**src/rtl/aarc_pkg.sv**
```systemverilog
// ----------------------------------------------------------------------------
// aarc_pkg
// Shared types of the ring-and-dot pixel compositor.
// ----------------------------------------------------------------------------
package aarc_pkg;

   // One straight-alpha pixel.
   typedef struct packed {
      logic [7:0] alpha;
      logic [7:0] red;
      logic [7:0] green;
      logic [7:0] blue;
   } px_type;

   // Geometry and colour of one shape as seen by a blend pipeline.
   // mid2 is twice the centre of the edge ramp, in units of 2^-G pixel.
   typedef struct packed {
      logic        enable;
      logic [15:0] radius;
      logic [16:0] mid2;
      logic [31:0] color;
   } shape_cfg_type;

endpackage

```
**src/rtl/aarc_blend.sv**
```systemverilog
// ----------------------------------------------------------------------------
// aarc_blend
// Coverage of one shape from the centre distance, then straight-alpha over
// blending of the shape colour onto the pixel. Fixed 16-stage pipeline.
// ----------------------------------------------------------------------------
module aarc_blend
   import aarc_pkg::*;
#(
   parameter int DIST_W         = 19,
   parameter int GEOM_FRAC_BITS = 8
) (
   input  logic                clock,
   input  logic                reset,
   input  logic                adv,
   input  shape_cfg_type       cfg,
   input  logic                in_valid,
   input  logic [DIST_W-1:0]   in_dist,
   input  px_type              in_px,
   output logic                out_valid,
   output logic [DIST_W-1:0]   out_dist,
   output px_type              out_px
);

   localparam int MAG_W  = (DIST_W > 16) ? DIST_W : 16;
   localparam int SW     = MAG_W + 3;
   localparam int RW     = SW + 9;
   localparam int ONE_FX = 1 << GEOM_FRAC_BITS;
   localparam int NUM_W  = 26;
   localparam int QW     = 9;
   localparam logic [15:0] RECIP_255 = 16'd32897;

   typedef struct packed {
      px_type                 px;
      logic [DIST_W-1:0]      rdist;
      logic                   skip;
      logic [7:0]             oa;
      logic [16:0]            den2;
      logic [2:0][NUM_W-1:0]  rem;
      logic [2:0][QW-1:0]     quo;
   } div_type;

   // ---------------- stage A: distance from the ramp centre ----------------
   logic                    a_valid_ff;
   logic [DIST_W-1:0]       a_dist_ff;
   px_type                  a_px_ff;
   logic signed [SW-1:0]    a_s2_ff;
   logic signed [SW-1:0]    diff_in, s2_in;

   always_comb begin
      diff_in = signed'(SW'(in_dist)) - signed'(SW'(cfg.radius));
      s2_in   = ((diff_in < 0) ? -diff_in : diff_in) <<< 1;
   end

   always_ff @(posedge clock) begin
      if (reset) begin
         a_valid_ff <= 1'b0;
      end else if (adv) begin
         a_valid_ff <= in_valid;
      end
   end

   always_ff @(posedge clock) begin
      if (adv) begin
         a_dist_ff <= in_dist;
         a_px_ff   <= in_px;
         a_s2_ff   <= s2_in;
      end
   end

   // ---------------- stage B: coverage ----------------
   logic                    b_valid_ff;
   logic [DIST_W-1:0]       b_dist_ff;
   px_type                  b_px_ff;
   logic [7:0]              b_cov_ff;
   logic signed [SW-1:0]    mid_s, e0, e1;
   logic signed [RW-1:0]    ramp, ramp255;
   logic [7:0]              cov_in;

   always_comb begin
      mid_s   = signed'(SW'(cfg.mid2));
      e0      = mid_s - SW'(ONE_FX);
      e1      = mid_s + SW'(ONE_FX);
      ramp    = RW'(e1 - a_s2_ff);
      ramp255 = (ramp <<< 8) - ramp + RW'(ONE_FX);
      if (a_s2_ff <= e0) begin
         cov_in = 8'd255;
      end else if (a_s2_ff >= e1) begin
         cov_in = 8'd0;
      end else begin
         cov_in = 8'(ramp255 >>> (GEOM_FRAC_BITS + 1));
      end
   end

   always_ff @(posedge clock) begin
      if (reset) begin
         b_valid_ff <= 1'b0;
      end else if (adv) begin
         b_valid_ff <= a_valid_ff;
      end
   end

   always_ff @(posedge clock) begin
      if (adv) begin
         b_dist_ff <= a_dist_ff;
         b_px_ff   <= a_px_ff;
         b_cov_ff  <= cov_in;
      end
   end

   // ---------------- stage C: coverage times colour alpha ----------------
   logic                    c_valid_ff;
   logic [DIST_W-1:0]       c_dist_ff;
   px_type                  c_px_ff;
   logic [15:0]             c_x_ff;

   always_ff @(posedge clock) begin
      if (reset) begin
         c_valid_ff <= 1'b0;
      end else if (adv) begin
         c_valid_ff <= b_valid_ff;
      end
   end

   always_ff @(posedge clock) begin
      if (adv) begin
         c_dist_ff <= b_dist_ff;
         c_px_ff   <= b_px_ff;
         c_x_ff    <= 16'(b_cov_ff) * 16'(cfg.color[7:0]) + 16'd127;
      end
   end

   // ---------------- stage D: divide by 255 through the reciprocal ----------
   logic                    d_valid_ff;
   logic [DIST_W-1:0]       d_dist_ff;
   px_type                  d_px_ff;
   logic [7:0]              d_a_ff;
   logic [31:0]             d_prod;

   assign d_prod = 32'(c_x_ff) * 32'(RECIP_255);

   always_ff @(posedge clock) begin
      if (reset) begin
         d_valid_ff <= 1'b0;
      end else if (adv) begin
         d_valid_ff <= c_valid_ff;
      end
   end

   always_ff @(posedge clock) begin
      if (adv) begin
         d_dist_ff <= c_dist_ff;
         d_px_ff   <= c_px_ff;
         d_a_ff    <= d_prod[30:23];
      end
   end

   // ---------------- stage E: weights and denominator ----------------
   logic                    e_valid_ff;
   logic [DIST_W-1:0]       e_dist_ff;
   px_type                  e_px_ff;
   logic                    e_skip_ff;
   logic [15:0]             e_p_ff;
   logic [2:0][15:0]        e_q_ff;
   logic [15:0]             e_den_ff;
   logic [15:0]             p_in;
   logic [7:0]              inv_a;

   always_comb begin
      inv_a = 8'd255 - d_a_ff;
      p_in  = 16'(d_px_ff.alpha) * 16'(inv_a);
   end

   always_ff @(posedge clock) begin
      if (reset) begin
         e_valid_ff <= 1'b0;
      end else if (adv) begin
         e_valid_ff <= d_valid_ff;
      end
   end

   always_ff @(posedge clock) begin
      if (adv) begin
         e_dist_ff <= d_dist_ff;
         e_px_ff   <= d_px_ff;
         e_skip_ff <= !cfg.enable || (d_a_ff == 8'd0);
         e_p_ff    <= p_in;
         e_q_ff[0] <= 16'(d_a_ff) * 16'(cfg.color[15:8]);
         e_q_ff[1] <= 16'(d_a_ff) * 16'(cfg.color[23:16]);
         e_q_ff[2] <= 16'(d_a_ff) * 16'(cfg.color[31:24]);
         e_den_ff  <= {d_a_ff, 8'h00} - 16'(d_a_ff) + p_in;
      end
   end

   // ---------------- stage F: numerators, output alpha ----------------
   div_type                 div_ff [0:QW];
   logic [QW:0]             dv_ff;
   div_type                 f_in;
   logic [16:0]             den_r;
   logic [33:0]             oa_prod;
   logic [2:0][7:0]         d_chan;

   always_comb begin
      d_chan[0]  = e_px_ff.blue;
      d_chan[1]  = e_px_ff.green;
      d_chan[2]  = e_px_ff.red;
      den_r      = 17'(e_den_ff) + 17'd127;
      oa_prod    = 34'(den_r) * 34'(RECIP_255);
      f_in.px    = e_px_ff;
      f_in.rdist = e_dist_ff;
      f_in.skip  = e_skip_ff;
      f_in.oa    = oa_prod[30:23];
      f_in.den2  = {e_den_ff, 1'b0};
      for (int i = 0; i < 3; i++) begin
         // Rounded quotient: (2*num + den) / (2*den).
         f_in.rem[i] = ((NUM_W'({e_q_ff[i], 8'h00}) - NUM_W'(e_q_ff[i])
                        + NUM_W'(e_p_ff) * NUM_W'(d_chan[i])) << 1)
                       + NUM_W'(e_den_ff);
         f_in.quo[i] = '0;
      end
   end

   always_ff @(posedge clock) begin
      if (reset) begin
         dv_ff[0] <= 1'b0;
      end else if (adv) begin
         dv_ff[0] <= e_valid_ff;
      end
   end

   always_ff @(posedge clock) begin
      if (adv) begin
         div_ff[0] <= f_in;
      end
   end

   // ---------------- restoring division, one quotient bit a stage ----------
   for (genvar k = 0; k < QW; k++) begin : g_div
      localparam int SH = QW - 1 - k;
      div_type step_in;

      always_comb begin
         step_in = div_ff[k];
         for (int i = 0; i < 3; i++) begin
            if (div_ff[k].rem[i] >= (NUM_W'(div_ff[k].den2) << SH)) begin
               step_in.rem[i] = div_ff[k].rem[i] - (NUM_W'(div_ff[k].den2) << SH);
               step_in.quo[i] = {div_ff[k].quo[i][QW-2:0], 1'b1};
            end else begin
               step_in.quo[i] = {div_ff[k].quo[i][QW-2:0], 1'b0};
            end
         end
      end

      always_ff @(posedge clock) begin
         if (reset) begin
            dv_ff[k+1] <= 1'b0;
         end else if (adv) begin
            dv_ff[k+1] <= dv_ff[k];
         end
      end

      always_ff @(posedge clock) begin
         if (adv) begin
            div_ff[k+1] <= step_in;
         end
      end
   end

   // ---------------- output: clamp and select ----------------
   logic                    out_valid_ff;
   logic [DIST_W-1:0]       out_dist_ff;
   px_type                  out_px_ff;
   px_type                  px_in;
   logic [2:0][7:0]         chan_in;

   always_comb begin
      for (int i = 0; i < 3; i++) begin
         chan_in[i] = (div_ff[QW].quo[i] > QW'(255)) ? 8'd255 : div_ff[QW].quo[i][7:0];
      end
      if (div_ff[QW].skip) begin
         px_in = div_ff[QW].px;
      end else begin
         px_in.blue  = chan_in[0];
         px_in.green = chan_in[1];
         px_in.red   = chan_in[2];
         px_in.alpha = div_ff[QW].oa;
      end
   end

   always_ff @(posedge clock) begin
      if (reset) begin
         out_valid_ff <= 1'b0;
      end else if (adv) begin
         out_valid_ff <= dv_ff[QW];
      end
   end

   always_ff @(posedge clock) begin
      if (adv) begin
         out_dist_ff <= div_ff[QW].rdist;
         out_px_ff   <= px_in;
      end
   end

   assign out_valid = out_valid_ff;
   assign out_dist  = out_dist_ff;
   assign out_px    = out_px_ff;

   // Blending over never makes a pixel more transparent.
   a_alpha_grows: assert property (@(posedge clock) disable iff (reset)
      dv_ff[QW] && !div_ff[QW].skip |-> div_ff[QW].oa >= div_ff[QW].px.alpha)
      else $error("aarc_blend: output alpha below destination alpha");

   // The rounded weighted mean of 8-bit colours stays within 8 bits.
   a_quo_range: assert property (@(posedge clock) disable iff (reset)
      dv_ff[QW] && !div_ff[QW].skip |->
         div_ff[QW].quo[0] <= QW'(255) && div_ff[QW].quo[1] <= QW'(255)
         && div_ff[QW].quo[2] <= QW'(255))
      else $error("aarc_blend: blend quotient out of range");

endmodule
```
**config.mk**
```make
export PLATFORM = sky130hd
export DESIGN_NAME = aarc_blend
export DESIGN_NICKNAME = d
export VERILOG_FILES = /design/src/rtl/aarc_pkg.sv /design/src/rtl/aarc_blend.sv
export SDC_FILE = /design/constraint.sdc
export NUM_CORES = 2
export LEC_CHECK = 0
export CAP_MARGIN = 10
export CORE_MARGIN = 2
export CORE_UTILIZATION = 40
export DETAILED_ROUTE_END_ITERATION = 16
export DONT_BUFFER_PORTS = 1
export GPL_ROUTABILITY_DRIVEN = 0
export PLACE_DENSITY = 0.53
export SYNTH_ARGS = -nofsm -noshare
export SYNTH_HDL_FRONTEND = slang
export SYNTH_SLANG_ARGS = --single-unit
```
**constraint.sdc**
```tcl
create_clock -name clock -period 8 [get_ports clock]
set_clock_uncertainty 0.2 [all_clocks]
set_input_delay 2 -clock clock [delete_from_list [all_inputs] [get_ports clock]]
set_output_delay 2 -clock clock [all_outputs]
set_load 0.02 [all_outputs]
```
==> results.md <==
* Initial Util at about 40%
* Relative slew slack at -15.2%
* Slew Limit Fails at approximately 160
* Post-synth cell types at 96
* Die span in y at 556 µm
* Via/cell ratio at between 5 and 6
* Inst Count DP at roughly 14000
* Die Area at between 300000 and 400000 µm²
* Initial antenna violation count at 13
* Mean Syn Cell Area at between 10 and 15 µm²
* TritonRoute pass-1 iters at 6
* Layout cell share with drive strength beyond 1 at under 10%
* # rows at around 200
* Post-synth top area cell: edfxtp_1
* RSZ-0062 raised after global routing: true
* MaxCap Viol Count at 0
* Fin crit period at 7840 ps
* Worst Path Arrival at 8280 ps
* Vias at a little under 80000
* DPL Wire Length at 224000 µm
* Setup_tns at 0 ps
* Worst-path clk slew at about 60 ps
* Pin count of the biggest net entering global routing at 280
* Critical-path top delay cell: fa_1
* Worst-margin pin slew at 1730 ps
* EDFF count, synth at between 1500 and 2000
* Iteration-0 DRC count of the detailed router at 5133
* Drt drc at 0
* Crit path kind: reg2reg
* CP Data Required Time at about 8400 ps
* Area growth syn-to-layout at 12.0%
* Final hold violation count at 0
* Violated checks: slew limit
* Root buf cell: clkbuf_16
* Post-synth top flop: edfxtp_1
* Skew-Pair Late Insertion Delay at just over 900 ps
* Port bufs at 0
* First-pass GRT wire length at roughly 450000 µm
* Outcome: finished, violations left
* Final Cycle Share at just under 100%
* Commonest cells post-synth: edfxtp_1 (1994), ha_1 (1144), inv_1 (1091), nand2_1 (760), a21oi_1 (535)
* Layout fillers at about 28000
* Flops & latches, synth at about 2000
* Endpoints failing setup at 0
* Post-CTS Hold Fix Bufs at 0
* CTS tree: built
* Die width at between 500 and 600 µm
* Sequential share of the synthesized area at between 40% and 50%
* Synthesis Warnings at 0
* Post-Route WL at approximately 300000 µm
* Final net count at 12300
* Gr ovfl total at 0
* Top area cells in the synthesized netlist: edfxtp_1 (49%), ha_1 (12%), fa_1 (8.1%)
* GRT Resource Usage Total at between 10% and 20%
* Num CTS Buffers at 225
* Synth async-reset ratio at 0%
* Core Footprint at between 300000 and 400000 µm²
* Worst Path Max Fanout at 6
* Worst path max stage delay at 550 ps
* Routed length per placed instance at between 20 and 25 µm
* Syn Inst Count at approximately 10000
* Max Root-Sink Buffers at 4
* Number of global-route vias before repair at between 70000 and 80000
* I/O pins at about 170
* Count leader, synth: edfxtp_1
* Worst setup SP type: register
* Synth Cell Area at 122000 µm²
* Crit. End Element: register
* Max Freq at 128 MHz
* Post-synth top area share at between 40% and 50%
* H-Tree Level Count at 4
* Clk sinks at 2010
* Path type of the worst min-delay path: reg2reg
* Non-filler cells, final at around 15000
* Post-route ant nets at 0
final cells by class:
| cell class | instances | area, µm² | area share [%] |
|---|---|---|---|
| Multi-Input combinational cell | 6945 | 57300 | 42.1 |
| Sequential cell | 2010 | 60200 | 44.2 |
| Timing Repair Buffer | 261 | 2300 | 1.69 |
| Inverter | 1092 | 4100 | 3.01 |
| Tap cell | 3978 | 4980 | 3.65 |
| Clock buffer | 265 | 5820 | 4.27 |
| Clock inverter | 150 | 1530 | 1.12 |
| Antenna cell | 4 | 10.0 | 0.00735 |
sequential cells by signal, summed over array words and instances, names as in the netlist, 10 cells and up:
signal and count:
e_q_ff 48, d_dist_ff 19, dv_ff 10, a_s2_ff 21, d_chan 24, c_dist_ff 19
a_dist_ff 19, c_px_ff 32, out_dist 19, div_ff 1554, e_p_ff 16, b_px_ff 32
a_px_ff 32, e_den_ff 16, d_px_ff 32, e_dist_ff 19, b_dist_ff 19, out_px 32
c_x_ff 16
final timing paths:
kind,from,to,slack [ps],depth (start not counted)
min reg2reg,div_ff[5][157],div_ff[6][157],160,0
max,d_chan[3],div_ff[0][51],160,31
min,div_ff[5][157],div_ff[6][157],160,0
max reg2reg,d_chan[3],div_ff[0][51],160,31
placed cells by master (no fill, tap or decap), types with 47 or more instances in the layout:
master	synthesis	layout
a211oi_1	64	62
a21oi_1	535	518
mux2_2	85	85
nor2b_1	137	135
nand3_1	116	115
fa_1	495	492
buf_4	1	235
nor4_1	65	62
nor3_1	166	164
o21a_1	75	75
o21ai_0	439	429
inv_1	1091	1090
o21bai_1	51	50
nand4_1	79	79
and3_1	62	60
o31ai_1	49	47
ha_1	1144	1127
nand2b_1	109	109
nand2_1	760	759
edfxtp_1	1994	1994
clkinv_2	0	48
clkbuf_16	0	228
a21o_1	240	240
and2_1	421	417
xor2_1	254	251
or3_1	72	69
nor2_1	515	511
xnor2_1	437	431
kinds of logic after synthesis:
logic type	Yosys count	share of synthesized area, %
AO/OA/AOI/OAI	1795	9.29
XOR/XNOR	691	4.97
adder cells (fa/ha/maj)	1639	19.9
buffers and inverters	1286	3.99
flip-flops	2010	49.5
multiplexers	137	1.24
other	1	0.00308
AND/OR/NAND/NOR	2681	11.1
metal layers:
layer | wire (µm) | up-vias | track usage (%)
met5 | 27 | - | 0
met4 | 16600 | 4 | 9.30
met3 | 11900 | 590 | 2.51
met2 | 142000 | 1631 | 32.4
met1 | 123000 | 37500 | 23.3
li1 | - | 37000 | -
worst max-delay path, delay by kind of cell (launching register included):
kind                       cells  cell delay [ps]
buffers and inverters          8              910
DFF                            1              500
AOI/OAI and AO/OA              5             1010
and+or+nand+nor                7             1390
adders and majority gates      8             3140
xor gates and xnor gates       3              440
what timing repair did:
| item | CTS | global route |
|---|---|---|
| setup buffers | 6 | 38 |
| pin swaps | 1 | 59 |
| gates resized for setup | 17 | 128 |
| setup endpoints to repair | 14 | 30 |
| gates cloned | 0 | 1 |
stage by stage:
step,utilization (%),hold slack [ps],area (µm²),setup WS (ps)
final,45.0,164,136000,158
after floorplan,-,200,122000,186
after detailed placement,42.2,205,128000,-149
after global placement,42.2,200,128000,-161
after CTS,44.7,149,135000,3.49
after global routing,45.0,160,136000,-70.8
Power is left out: the tool's default activity adds up to more than one toggle a clock period on the data nets, which glitch-free logic cannot reach.
